$ cat src/rtl/bfsam_pkg.sv
// shared types and constants for the breadth-first search block
// no dependencies

package bfsam_pkg;

  localparam int VERTEX_W = 4;
  localparam int EDGE_W = 16;
  localparam int COUNT_W = 5;
  localparam int CFG_INDEX_W = 2;
  localparam int CFG_DATA_W = 5;

  localparam logic [CFG_INDEX_W-1:0] REG_VERTEX_COUNT = 2'd0;
  localparam logic [CFG_INDEX_W-1:0] REG_START_VERTEX = 2'd1;

  localparam logic [COUNT_W-1:0] VERTEX_COUNT_RESET = 5'd16;
  localparam logic [VERTEX_W-1:0] START_VERTEX_RESET = 4'd0;

  typedef struct packed {
    logic row_write;
    logic init;
    logic fetch;
    logic read_row;
    logic scan;
    logic enqueue;
    logic load_result;
    logic load_bad;
  } bfsam_cmd_t;

  typedef struct packed {
    logic bad_start;
    logic pending_empty;
    logic last_result;
  } bfsam_status_t;

endpackage

$ cat src/rtl/bfsam_if.sv
// item channels for adjacency rows in and visited vertices out
// depends on bfsam_pkg

interface bfsam_row_if
  import bfsam_pkg::*;
  ();
  logic                valid;
  logic                ready;
  logic [VERTEX_W-1:0] row_index;
  logic [EDGE_W-1:0]   row_edges;
  logic                last_row;

  modport source (output valid, row_index, row_edges, last_row, input ready);
  modport sink (input valid, row_index, row_edges, last_row, output ready);
endinterface

interface bfsam_result_if
  import bfsam_pkg::*;
  ();
  logic                valid;
  logic                ready;
  logic [VERTEX_W-1:0] vertex;
  logic                run_end;
  logic                bad_start;

  modport source (output valid, vertex, run_end, bad_start, input ready);
  modport sink (input valid, vertex, run_end, bad_start, output ready);
endinterface

$ cat src/rtl/bfsam_datapath.sv
// datapath: config registers, adjacency row memory, vertex fifo, visited mask
// depends on bfsam_pkg

module bfsam_datapath
  import bfsam_pkg::*;
#(
  parameter int MAX_VERTICES = 16
) (
  input  logic                   clk,
  input  logic                   rst,
  input  bfsam_cmd_t             cmd,
  output bfsam_status_t          status,
  input  logic                   cfg_write,
  input  logic [CFG_INDEX_W-1:0] cfg_index,
  input  logic [CFG_DATA_W-1:0]  cfg_data,
  input  logic [VERTEX_W-1:0]    row_index,
  input  logic [EDGE_W-1:0]      row_edges,
  output logic [VERTEX_W-1:0]    vertex,
  output logic                   run_end,
  output logic                   bad_start
);

  localparam int ROW_DEPTH = (MAX_VERTICES < EDGE_W) ? MAX_VERTICES : EDGE_W;
  localparam int AW = $clog2(ROW_DEPTH);
  localparam int PW = $clog2(ROW_DEPTH + 1);
  localparam int NW = ($clog2(MAX_VERTICES + 1) > COUNT_W) ? $clog2(MAX_VERTICES + 1)
                                                           : COUNT_W;

  logic [COUNT_W-1:0]  vertex_count;
  logic [VERTEX_W-1:0] start_vertex;

  logic [EDGE_W-1:0]   adj_mem [ROW_DEPTH];
  logic [VERTEX_W-1:0] fifo_mem [ROW_DEPTH];

  logic [VERTEX_W-1:0] node;
  logic [EDGE_W-1:0]   row;
  logic [EDGE_W-1:0]   visited;
  logic [EDGE_W-1:0]   pending;
  logic [PW-1:0]       head;
  logic [PW-1:0]       tail;

  logic [NW-1:0]       n_eff;
  logic [EDGE_W-1:0]   n_mask;
  logic [EDGE_W-1:0]   lowest;
  logic [VERTEX_W-1:0] lowest_idx;
  logic [EDGE_W-1:0]   start_bit;
  logic                fifo_we;
  logic [AW-1:0]       fifo_waddr;
  logic [VERTEX_W-1:0] fifo_wdata;

  // effective vertex count and mask of vertices in use
  always_comb begin
    if (NW'(vertex_count) > NW'(MAX_VERTICES)) begin
      n_eff = NW'(MAX_VERTICES);
    end else begin
      n_eff = NW'(vertex_count);
    end
    for (int j = 0; j < EDGE_W; j++) begin
      n_mask[j] = NW'(j) < n_eff;
    end
  end

  // lowest pending neighbour
  always_comb begin
    lowest = pending & (~pending + EDGE_W'(1));
    lowest_idx = '0;
    for (int j = 0; j < EDGE_W; j++) begin
      if (lowest[j]) begin
        lowest_idx = lowest_idx | VERTEX_W'(j);
      end
    end
    start_bit = EDGE_W'(1) << start_vertex;
  end

  always_comb begin
    fifo_we = cmd.init | cmd.enqueue;
    if (cmd.init) begin
      fifo_waddr = '0;
      fifo_wdata = start_vertex;
    end else begin
      fifo_waddr = tail[AW-1:0];
      fifo_wdata = lowest_idx;
    end
  end

  assign status.bad_start = NW'(start_vertex) >= n_eff;
  assign status.pending_empty = pending == '0;
  assign status.last_result = run_end;

  always_ff @(posedge clk) begin
    if (rst) begin
      vertex_count <= VERTEX_COUNT_RESET;
      start_vertex <= START_VERTEX_RESET;
    end else if (cfg_write) begin
      unique case (cfg_index)
        REG_VERTEX_COUNT: vertex_count <= cfg_data;
        REG_START_VERTEX: start_vertex <= cfg_data[VERTEX_W-1:0];
        default: ;
      endcase
    end
  end

  // adjacency row memory
  always_ff @(posedge clk) begin
    if (cmd.row_write && (32'(row_index) < ROW_DEPTH)) begin
      adj_mem[row_index[AW-1:0]] <= row_edges;
    end
    if (cmd.read_row) begin
      row <= adj_mem[node[AW-1:0]];
    end
  end

  // vertex fifo memory
  always_ff @(posedge clk) begin
    if (fifo_we) begin
      fifo_mem[fifo_waddr] <= fifo_wdata;
    end
    if (cmd.fetch) begin
      node <= fifo_mem[head[AW-1:0]];
    end
  end

  always_ff @(posedge clk) begin
    if (rst) begin
      visited <= '0;
      pending <= '0;
      head <= '0;
      tail <= '0;
    end else begin
      if (cmd.init) begin
        visited <= start_bit;
        pending <= '0;
        head <= '0;
        tail <= PW'(1);
      end
      if (cmd.fetch) begin
        head <= head + PW'(1);
      end
      if (cmd.scan) begin
        pending <= row & ~visited & n_mask;
      end
      if (cmd.enqueue) begin
        visited <= visited | lowest;
        pending <= pending & ~lowest;
        tail <= tail + PW'(1);
      end
    end
  end

  // result register
  always_ff @(posedge clk) begin
    if (cmd.load_bad) begin
      vertex <= '0;
      run_end <= 1'b1;
      bad_start <= 1'b1;
    end else if (cmd.load_result) begin
      vertex <= node;
      run_end <= head == tail;
      bad_start <= 1'b0;
    end
  end

endmodule

$ cat src/rtl/bfsam_ctrl.sv
// controller state machine sequencing row load, traversal and result handshake
// depends on bfsam_pkg

module bfsam_ctrl
  import bfsam_pkg::*;
(
  input  logic          clk,
  input  logic          rst,
  input  logic          in_valid,
  output logic          in_ready,
  input  logic          last_row,
  output logic          out_valid,
  input  logic          out_ready,
  input  bfsam_status_t status,
  output bfsam_cmd_t    cmd
);

  localparam logic [2:0] S_IDLE  = 3'd0;
  localparam logic [2:0] S_START = 3'd1;
  localparam logic [2:0] S_FETCH = 3'd2;
  localparam logic [2:0] S_ROW   = 3'd3;
  localparam logic [2:0] S_SCAN  = 3'd4;
  localparam logic [2:0] S_ENQ   = 3'd5;
  localparam logic [2:0] S_EMIT  = 3'd6;

  logic [2:0] state;
  logic [2:0] state_next;
  logic       accept;

  assign in_ready = state == S_IDLE;
  assign out_valid = state == S_EMIT;
  assign accept = in_valid & in_ready;

  always_comb begin
    state_next = state;
    cmd = '0;
    unique case (state)
      S_IDLE: begin
        cmd.row_write = accept;
        if (accept && last_row) begin
          if (status.bad_start) begin
            cmd.load_bad = 1'b1;
            state_next = S_EMIT;
          end else begin
            state_next = S_START;
          end
        end
      end
      S_START: begin
        cmd.init = 1'b1;
        state_next = S_FETCH;
      end
      S_FETCH: begin
        cmd.fetch = 1'b1;
        state_next = S_ROW;
      end
      S_ROW: begin
        cmd.read_row = 1'b1;
        state_next = S_SCAN;
      end
      S_SCAN: begin
        cmd.scan = 1'b1;
        state_next = S_ENQ;
      end
      S_ENQ: begin
        if (status.pending_empty) begin
          cmd.load_result = 1'b1;
          state_next = S_EMIT;
        end else begin
          cmd.enqueue = 1'b1;
        end
      end
      S_EMIT: begin
        if (out_ready) begin
          state_next = status.last_result ? S_IDLE : S_FETCH;
        end
      end
      default: state_next = S_IDLE;
    endcase
  end

  always_ff @(posedge clk) begin
    if (rst) begin
      state <= S_IDLE;
    end else begin
      state <= state_next;
    end
  end

endmodule

$ cat src/rtl/bfs_adjacency_matrix_top.sv
// Breadth-first search over an adjacency matrix loaded one row per item.
// A row item is written to the row memory when it is taken; rows with
// last_row low give no result. The item with last_row high stores its row
// and then the traversal runs from start_vertex: each visited vertex goes
// through a fifo read, a row memory read, a neighbour scan, one enqueue for
// every newly discovered neighbour and a result load, and then waits on the
// result channel until its item is taken. Neighbours are enqueued one per
// cycle through the single fifo write port, and the reads of the two
// memories are registered. A bad start gives its single result in the
// cycle after the item is taken. No new row is taken until the last
// result of a traversal has been delivered.
// depends on bfsam_pkg, bfsam_if, bfsam_ctrl and bfsam_datapath

module bfs_adjacency_matrix_top
  import bfsam_pkg::*;
#(
  parameter int MAX_VERTICES = 16
) (
  input  logic                   clk,
  input  logic                   rst,
  input  logic                   cfg_write,
  input  logic [CFG_INDEX_W-1:0] cfg_index,
  input  logic [CFG_DATA_W-1:0]  cfg_data,
  bfsam_row_if.sink              row_in,
  bfsam_result_if.source         result_out
);

  bfsam_cmd_t    cmd;
  bfsam_status_t status;

  bfsam_ctrl u_ctrl (
    .clk       (clk),
    .rst       (rst),
    .in_valid  (row_in.valid),
    .in_ready  (row_in.ready),
    .last_row  (row_in.last_row),
    .out_valid (result_out.valid),
    .out_ready (result_out.ready),
    .status    (status),
    .cmd       (cmd)
  );

  bfsam_datapath #(
    .MAX_VERTICES (MAX_VERTICES)
  ) u_datapath (
    .clk       (clk),
    .rst       (rst),
    .cmd       (cmd),
    .status    (status),
    .cfg_write (cfg_write),
    .cfg_index (cfg_index),
    .cfg_data  (cfg_data),
    .row_index (row_in.row_index),
    .row_edges (row_in.row_edges),
    .vertex    (result_out.vertex),
    .run_end   (result_out.run_end),
    .bad_start (result_out.bad_start)
  );

endmodule

$ cat src/flat_wrapper.sv
// flat-port wrapper written by rule: the top's interface ports become plain ports
module bfs_adjacency_matrix_top_flat import bfsam_pkg::*;
#(
  parameter int MAX_VERTICES = 16
)
  (clk, rst, cfg_write, cfg_index, cfg_data, row_in_valid, row_in_row_index, row_in_row_edges, row_in_last_row, row_in_ready, result_out_valid, result_out_vertex, result_out_run_end, result_out_bad_start, result_out_ready);
  bfsam_row_if row_in_i ();
  bfsam_result_if result_out_i ();
  input  logic clk;
  input  logic rst;
  input  logic cfg_write;
  input  logic [CFG_INDEX_W-1:0] cfg_index;
  input  logic [CFG_DATA_W-1:0] cfg_data;
  input wire logic [$bits(row_in_i.valid)-1:0] row_in_valid;
  input wire logic [$bits(row_in_i.row_index)-1:0] row_in_row_index;
  input wire logic [$bits(row_in_i.row_edges)-1:0] row_in_row_edges;
  input wire logic [$bits(row_in_i.last_row)-1:0] row_in_last_row;
  output wire logic [$bits(row_in_i.ready)-1:0] row_in_ready;
  output wire logic [$bits(result_out_i.valid)-1:0] result_out_valid;
  output wire logic [$bits(result_out_i.vertex)-1:0] result_out_vertex;
  output wire logic [$bits(result_out_i.run_end)-1:0] result_out_run_end;
  output wire logic [$bits(result_out_i.bad_start)-1:0] result_out_bad_start;
  input wire logic [$bits(result_out_i.ready)-1:0] result_out_ready;
  assign row_in_i.valid = row_in_valid;
  assign row_in_i.row_index = row_in_row_index;
  assign row_in_i.row_edges = row_in_row_edges;
  assign row_in_i.last_row = row_in_last_row;
  assign row_in_ready = row_in_i.ready;
  assign result_out_valid = result_out_i.valid;
  assign result_out_vertex = result_out_i.vertex;
  assign result_out_run_end = result_out_i.run_end;
  assign result_out_bad_start = result_out_i.bad_start;
  assign result_out_i.ready = result_out_ready;
  bfs_adjacency_matrix_top #(.MAX_VERTICES(MAX_VERTICES)) u_core (.clk(clk), .rst(rst), .cfg_write(cfg_write), .cfg_index(cfg_index), .cfg_data(cfg_data), .row_in(row_in_i), .result_out(result_out_i));
endmodule
$ cat config.mk
export PLATFORM = sky130hd
export DESIGN_NAME = bfs_adjacency_matrix_top_flat
export DESIGN_NICKNAME = d
export VERILOG_FILES = /design/src/rtl/bfsam_pkg.sv /design/src/rtl/bfsam_if.sv /design/src/rtl/bfsam_datapath.sv /design/src/rtl/bfsam_ctrl.sv /design/src/rtl/bfs_adjacency_matrix_top.sv /design/src/flat_wrapper.sv
export SDC_FILE = /design/constraint.sdc
export NUM_CORES = 1
export LEC_CHECK = 0
export ABC_AREA = 1
export BUFFER_PORTS_ARGS = -buffer_cell sky130_fd_sc_hd__buf_2
export CAP_MARGIN = 25
export CORE_ASPECT_RATIO = 2
export CORE_MARGIN = 2
export CORE_UTILIZATION = 30
export CTS_CLUSTER_DIAMETER = 80
export CTS_CLUSTER_SIZE = 40
export DETAILED_ROUTE_END_ITERATION = 7
export PLACE_DENSITY = 0.45
export SLEW_MARGIN = 40
export SYNTH_ARGS = -nofsm -noshare
export SYNTH_HDL_FRONTEND = slang
export SYNTH_HIERARCHICAL = 1
export SYNTH_SLANG_ARGS = --single-unit
$ cat constraint.sdc
create_clock -name clk -period 2.5 [get_ports clk]
set_clock_uncertainty 0.2 [all_clocks]
set_input_delay 0.5 -clock clk [delete_from_list [all_inputs] [get_ports clk]]
set_output_delay 0.5 -clock clk [all_outputs]
set_load 0.01 [all_outputs]
==> results.txt <==
----------------------------------------------------
[Cells and area]
  Multi-input gate area in the final layout ... 4790 um^2
  Area added between synthesis and finish ... 15.1%
  Diode count ... 0
  Fillers ... ~5500
  Area of all placed cells without fillers ... a little under 20000 um^2
  Final Instance Count excl. Fillers ... 2389
  Fraction of final layout cells sized beyond drive strength 1 ... around 16%
  Register Area ... 11400 um^2
  NumNets Final ... approximately 1700

[Logic synthesis]
  Mean Syn Cell Area ... 11.0 um^2
  Seq cells post-synth ... 400
  Most common cell in the synthesized netlist ... sky130_fd_sc_hd__edfxtp_1
  Netlist Area Pre-Place ... 16900 um^2
  Commonest cells post-synth ... 340 x sky130_fd_sc_hd__edfxtp_1, 320 x sky130_fd_sc_hd__nor2_1, 180 x sky130_fd_sc_hd__o21ai_0
  Number of library cell types mapped by synthesis ... 40
  Number of synthesis warnings ... 6
  Share of the synthesized area in the top cell type ... 60.6%
  Prevailing post-synth register cell ... sky130_fd_sc_hd__edfxtp_1
  Sequential area share after synthesis ... between 60% and 70%
  Number of enable-type register cells in the synthesized netlist ... 340
  Most area-consuming cells after synthesis ... sky130_fd_sc_hd__edfxtp_1 61%, sky130_fd_sc_hd__dfxtp_1 7.1%, sky130_fd_sc_hd__nor2_1 7.1%
  Synth async-reset ratio ... 0%
  Number of nets produced by synthesis ... 1571
  Post-Synthesis Cells ... around 1500
  Cell taking the most area after synthesis ... sky130_fd_sc_hd__edfxtp_1

[Detailed routing]
  Vias after detailed routing ... roughly 12000
  Detailed-route wire length ... between 40 and 50 mm
  Routed length per placed instance ... about 21 um
  Detail-routed via count per cell ... roughly 5
  DRC ... 0
  Initial DRT Pass Iterations ... 5
  Iteration-0 DRC Markers ... approximately 810
  Antenna-violating nets left ... 0

[Power]
  Relative contribution of combinational cells to total power ... roughly 30%
  Switching power ... ~5.6 mW
  Relative contribution of sequential cells to total power ... 49.3%
  Internal power ... roughly 11 mW
  Standby leakage power ... approximately 6.7 nW
  Clk pwr share ... approximately a fifth
  Net Sw Frac ... between 30% and 40%
  Overall power of the completed layout ... approximately 16 mW
  Pwr dens ... approximately 830 nW/um^2
  Maximum resistive drop on vdd ... 0.000636 V

[Global route]
  Total Routing Usage GR ... between 10% and 20%
  Vias in the first global route ... 11700
  GR Overflow Total ... 0
  Largest net degree at the start of global routing ... around 130
  Global-route wire length before repair ... 73.1 mm
  Antenna violations before repair ... 0

[Placed design]
  Number of port buffers ... 40
  Post-detail-place hpwl ... around 34 mm
  Setup slack after placement ... -55.3 ps
  Total placed instance area ... 18800 um^2
  Routability cong. ... around 0.91
  Placed cell count ... around 2400

[Critical path]
  Max FO, Critical Path ... 7
  Category of the worst setup path capture point ... flip-flop
  Data required time of the critical path ... 2470 ps
  R2R cell count ... 11
  Path type of the worst setup path ... flip-flop to flip-flop
  CP arrival ... ~2300 ps
  Crit path launch type ... flip-flop

[Clocking]
  CTS tree ... done
  CTS Sinks ... 400
  Clock slew at the register clock pins of the worst setup and hold paths ... between 100 and 150 ps
  Insertion delay of the later-clocked pin in the worst-skew pair ... ~570 ps
  Number of levels in the clock H-tree ... 1
  TritonCTS Buffers ... 15
  Maximum buffer depth of the clock tree ... 3
  Clk Tree Root Cell ... sky130_fd_sc_hd__clkbuf_16

[Timing]
  Final critical-path required period ... about 2300 ps
  Unrepaired setup endpoints after global routing ... true
  Total setup violations reported at the end of the flow ... 0
  Relative slew margins ... between 30% and 40%
  Maximum operating frequency ... between 400 and 500 MHz
  Hold violation total from the final report ... 0
  Setup slack of the critical path after layout ... 168 ps
  Actual slew at the worst max-slew pin ... 911 ps
  Final Max Slew Viols ... 0
  Share of the clock period used by the worst path after layout ... between 90% and 100%
  Total Neg Setup Slack ... 0 ps

[Hold path]
  Count of cells along the worst hold path ... 3
  Hold Path Class ... input pin to flip-flop

[Floorplanning]
  Placeable core region ... roughly 55000 um^2
  Io pins ... 41
  Vertical die dimension ... ~340 um
  Starting Density ... around 30%
  Die Width ... 172 um
  Die outline area ... ~58000 um^2
  Total number of placement rows ... ~120

[Flow run]
  Number of max-cap violations ... 0

[Status]
  Outcome ... complete, no violations

----------------------------------------------------
[worst max-delay path, cell delays in order (launching register included)]
cell and delay (ps):
sky130_fd_sc_hd__dfxtp_1 400, sky130_fd_sc_hd__inv_2 80, sky130_fd_sc_hd__nand2_4 100, sky130_fd_sc_hd__nor2_4 40, sky130_fd_sc_hd__nand2_2 70, sky130_fd_sc_hd__nor2_1 40
sky130_fd_sc_hd__inv_1 70, sky130_fd_sc_hd__nand4_1 110, sky130_fd_sc_hd__inv_2 110, sky130_fd_sc_hd__buf_4 160, sky130_fd_sc_hd__nand3_1 220, sky130_fd_sc_hd__nor2_2 330
[logic make-up after synthesis]
group / Yosys count / share of synthesized area (%)
AND/OR/NAND/NOR: 579 / 14.5
flip-flops: 400 / 67.7
adder cells (fa/ha/maj): 6 / 0.445
AO/OA/AOI/OAI: 368 / 12.7
buffers and inverters: 179 / 4.68
[routing by layer]
| layer | wire length, um | vias up | track usage (%) |
|---|---|---|---|
| li1 | - | 5647 | - |
| met1 | 17900 | 5863 | 18.0 |
| met2 | 27300 | 258 | 32.5 |
| met3 | 1620 | 79 | 1.60 |
| met4 | 2230 | 0 | 7.34 |
| met5 | 0 | - | 0 |
[layout make-up]
| class | count | area share, % |
|---|---|---|
| flip-flops and latches | 400 | 58.9 |
| multi-input cells | 953 | 24.7 |
| repair buffers | 168 | 7.19 |
| well taps | 744 | 4.80 |
| clock buffers | 19 | 2.01 |
| inverters | 98 | 1.93 |
| clock inverters | 7 | 0.484 |
[power by group through the flow]
stage,combinational (mW),sequential (mW),clock (mW)
after floorplan,2.97,8.09,0
after global placement,4.84,8.13,0
after detailed placement,4.88,8.13,0
after CTS,4.91,7.99,3.48
after global routing,5.41,8.02,3.62
final,4.87,7.99,3.33
[placed cells by master (no fill, tap or decap), types with 2 or more instances in the layout]
cell                            Yosys  layout
sky130_fd_sc_hd__inv_2              8      11
sky130_fd_sc_hd__nand3_1           77      76
sky130_fd_sc_hd__dfxtp_1           60      53
sky130_fd_sc_hd__clkinv_2           0       2
sky130_fd_sc_hd__buf_2             20      40
sky130_fd_sc_hd__buf_4              8     107
sky130_fd_sc_hd__inv_4              1       2
sky130_fd_sc_hd__o22ai_1            9       9
sky130_fd_sc_hd__o21ai_0          180     179
sky130_fd_sc_hd__nor2_1           320     295
sky130_fd_sc_hd__inv_1             86      82
sky130_fd_sc_hd__nand2_1          122     120
sky130_fd_sc_hd__nand4_1           21      21
sky130_fd_sc_hd__nor3_1            19      15
sky130_fd_sc_hd__nand2_4            1       2
sky130_fd_sc_hd__dfxtp_2            0       7
sky130_fd_sc_hd__a31oi_1            4       4
sky130_fd_sc_hd__buf_12             0      18
sky130_fd_sc_hd__a221oi_1           2       2
sky130_fd_sc_hd__a21oi_1           50      50
sky130_fd_sc_hd__a22oi_1            7       7
sky130_fd_sc_hd__dlygate4sd3_1      0       3
sky130_fd_sc_hd__nor3_2             0       4
sky130_fd_sc_hd__clkbuf_1          41       4
sky130_fd_sc_hd__inv_6              0       3
sky130_fd_sc_hd__clkinv_1           3       2
sky130_fd_sc_hd__nand2_2            3       4
sky130_fd_sc_hd__nor2_2             5      26
sky130_fd_sc_hd__o221ai_1           8       8
sky130_fd_sc_hd__o211ai_1          78      78
sky130_fd_sc_hd__nor2_4             7      11
sky130_fd_sc_hd__ha_1               6       6
sky130_fd_sc_hd__clkbuf_16          0      15
sky130_fd_sc_hd__nor3b_1            2       2
sky130_fd_sc_hd__o21ai_1           23      23
sky130_fd_sc_hd__edfxtp_1         340     340
[per-stage QoR]
step / hold slack [ps] / utilization, %
after floorplan: 236 / -
after global placement: 233 / 33.9
after detailed placement: 245 / 33.9
after CTS: 29.9 / 34.8
after global routing: 52.3 / 35.0
final: 46.1 / 35.0
[registers in the layout (all words and copies together), names as in the netlist, 5 cells and up]
name	count
u_core/u_datapath/vertex_count	5
u_core/u_datapath/pending	16
u_core/u_datapath/fifo_mem	64
u_core/u_datapath/visited	16
u_core/u_datapath/row	16
u_core/u_datapath/adj_mem	256
u_core/u_datapath/head	5
u_core/u_datapath/tail	5
[final timing paths]
kind / startpoint / endpoint / slack (ps)
worst max-delay path: u_core/u_datapath/pending[2]$_SDFFE_PP0P_ / u_core/u_datapath/fifo_mem[5][1]$_DFFE_PP_ / 170
worst min-delay path: cfg_data[3] / u_core/u_datapath/start_vertex[3]$_SDFFE_PP0P_ / 50
worst max register to register: u_core/u_datapath/pending[2]$_SDFFE_PP0P_ / u_core/u_datapath/fifo_mem[5][1]$_DFFE_PP_ / 170
worst min register to register: u_core/u_datapath/bad_start$_SDFFE_PP1P_ / u_core/u_datapath/bad_start$_SDFFE_PP1P_ / 260
[timing repair]
item,CTS,global route
hold buffers,3,0
setup endpoints to repair,14,78
buffers inserted,0,1
pin swaps,0,6
resized for setup,4,34
hold endpoints to repair,3,0
(Power assumes the default switching activity.)
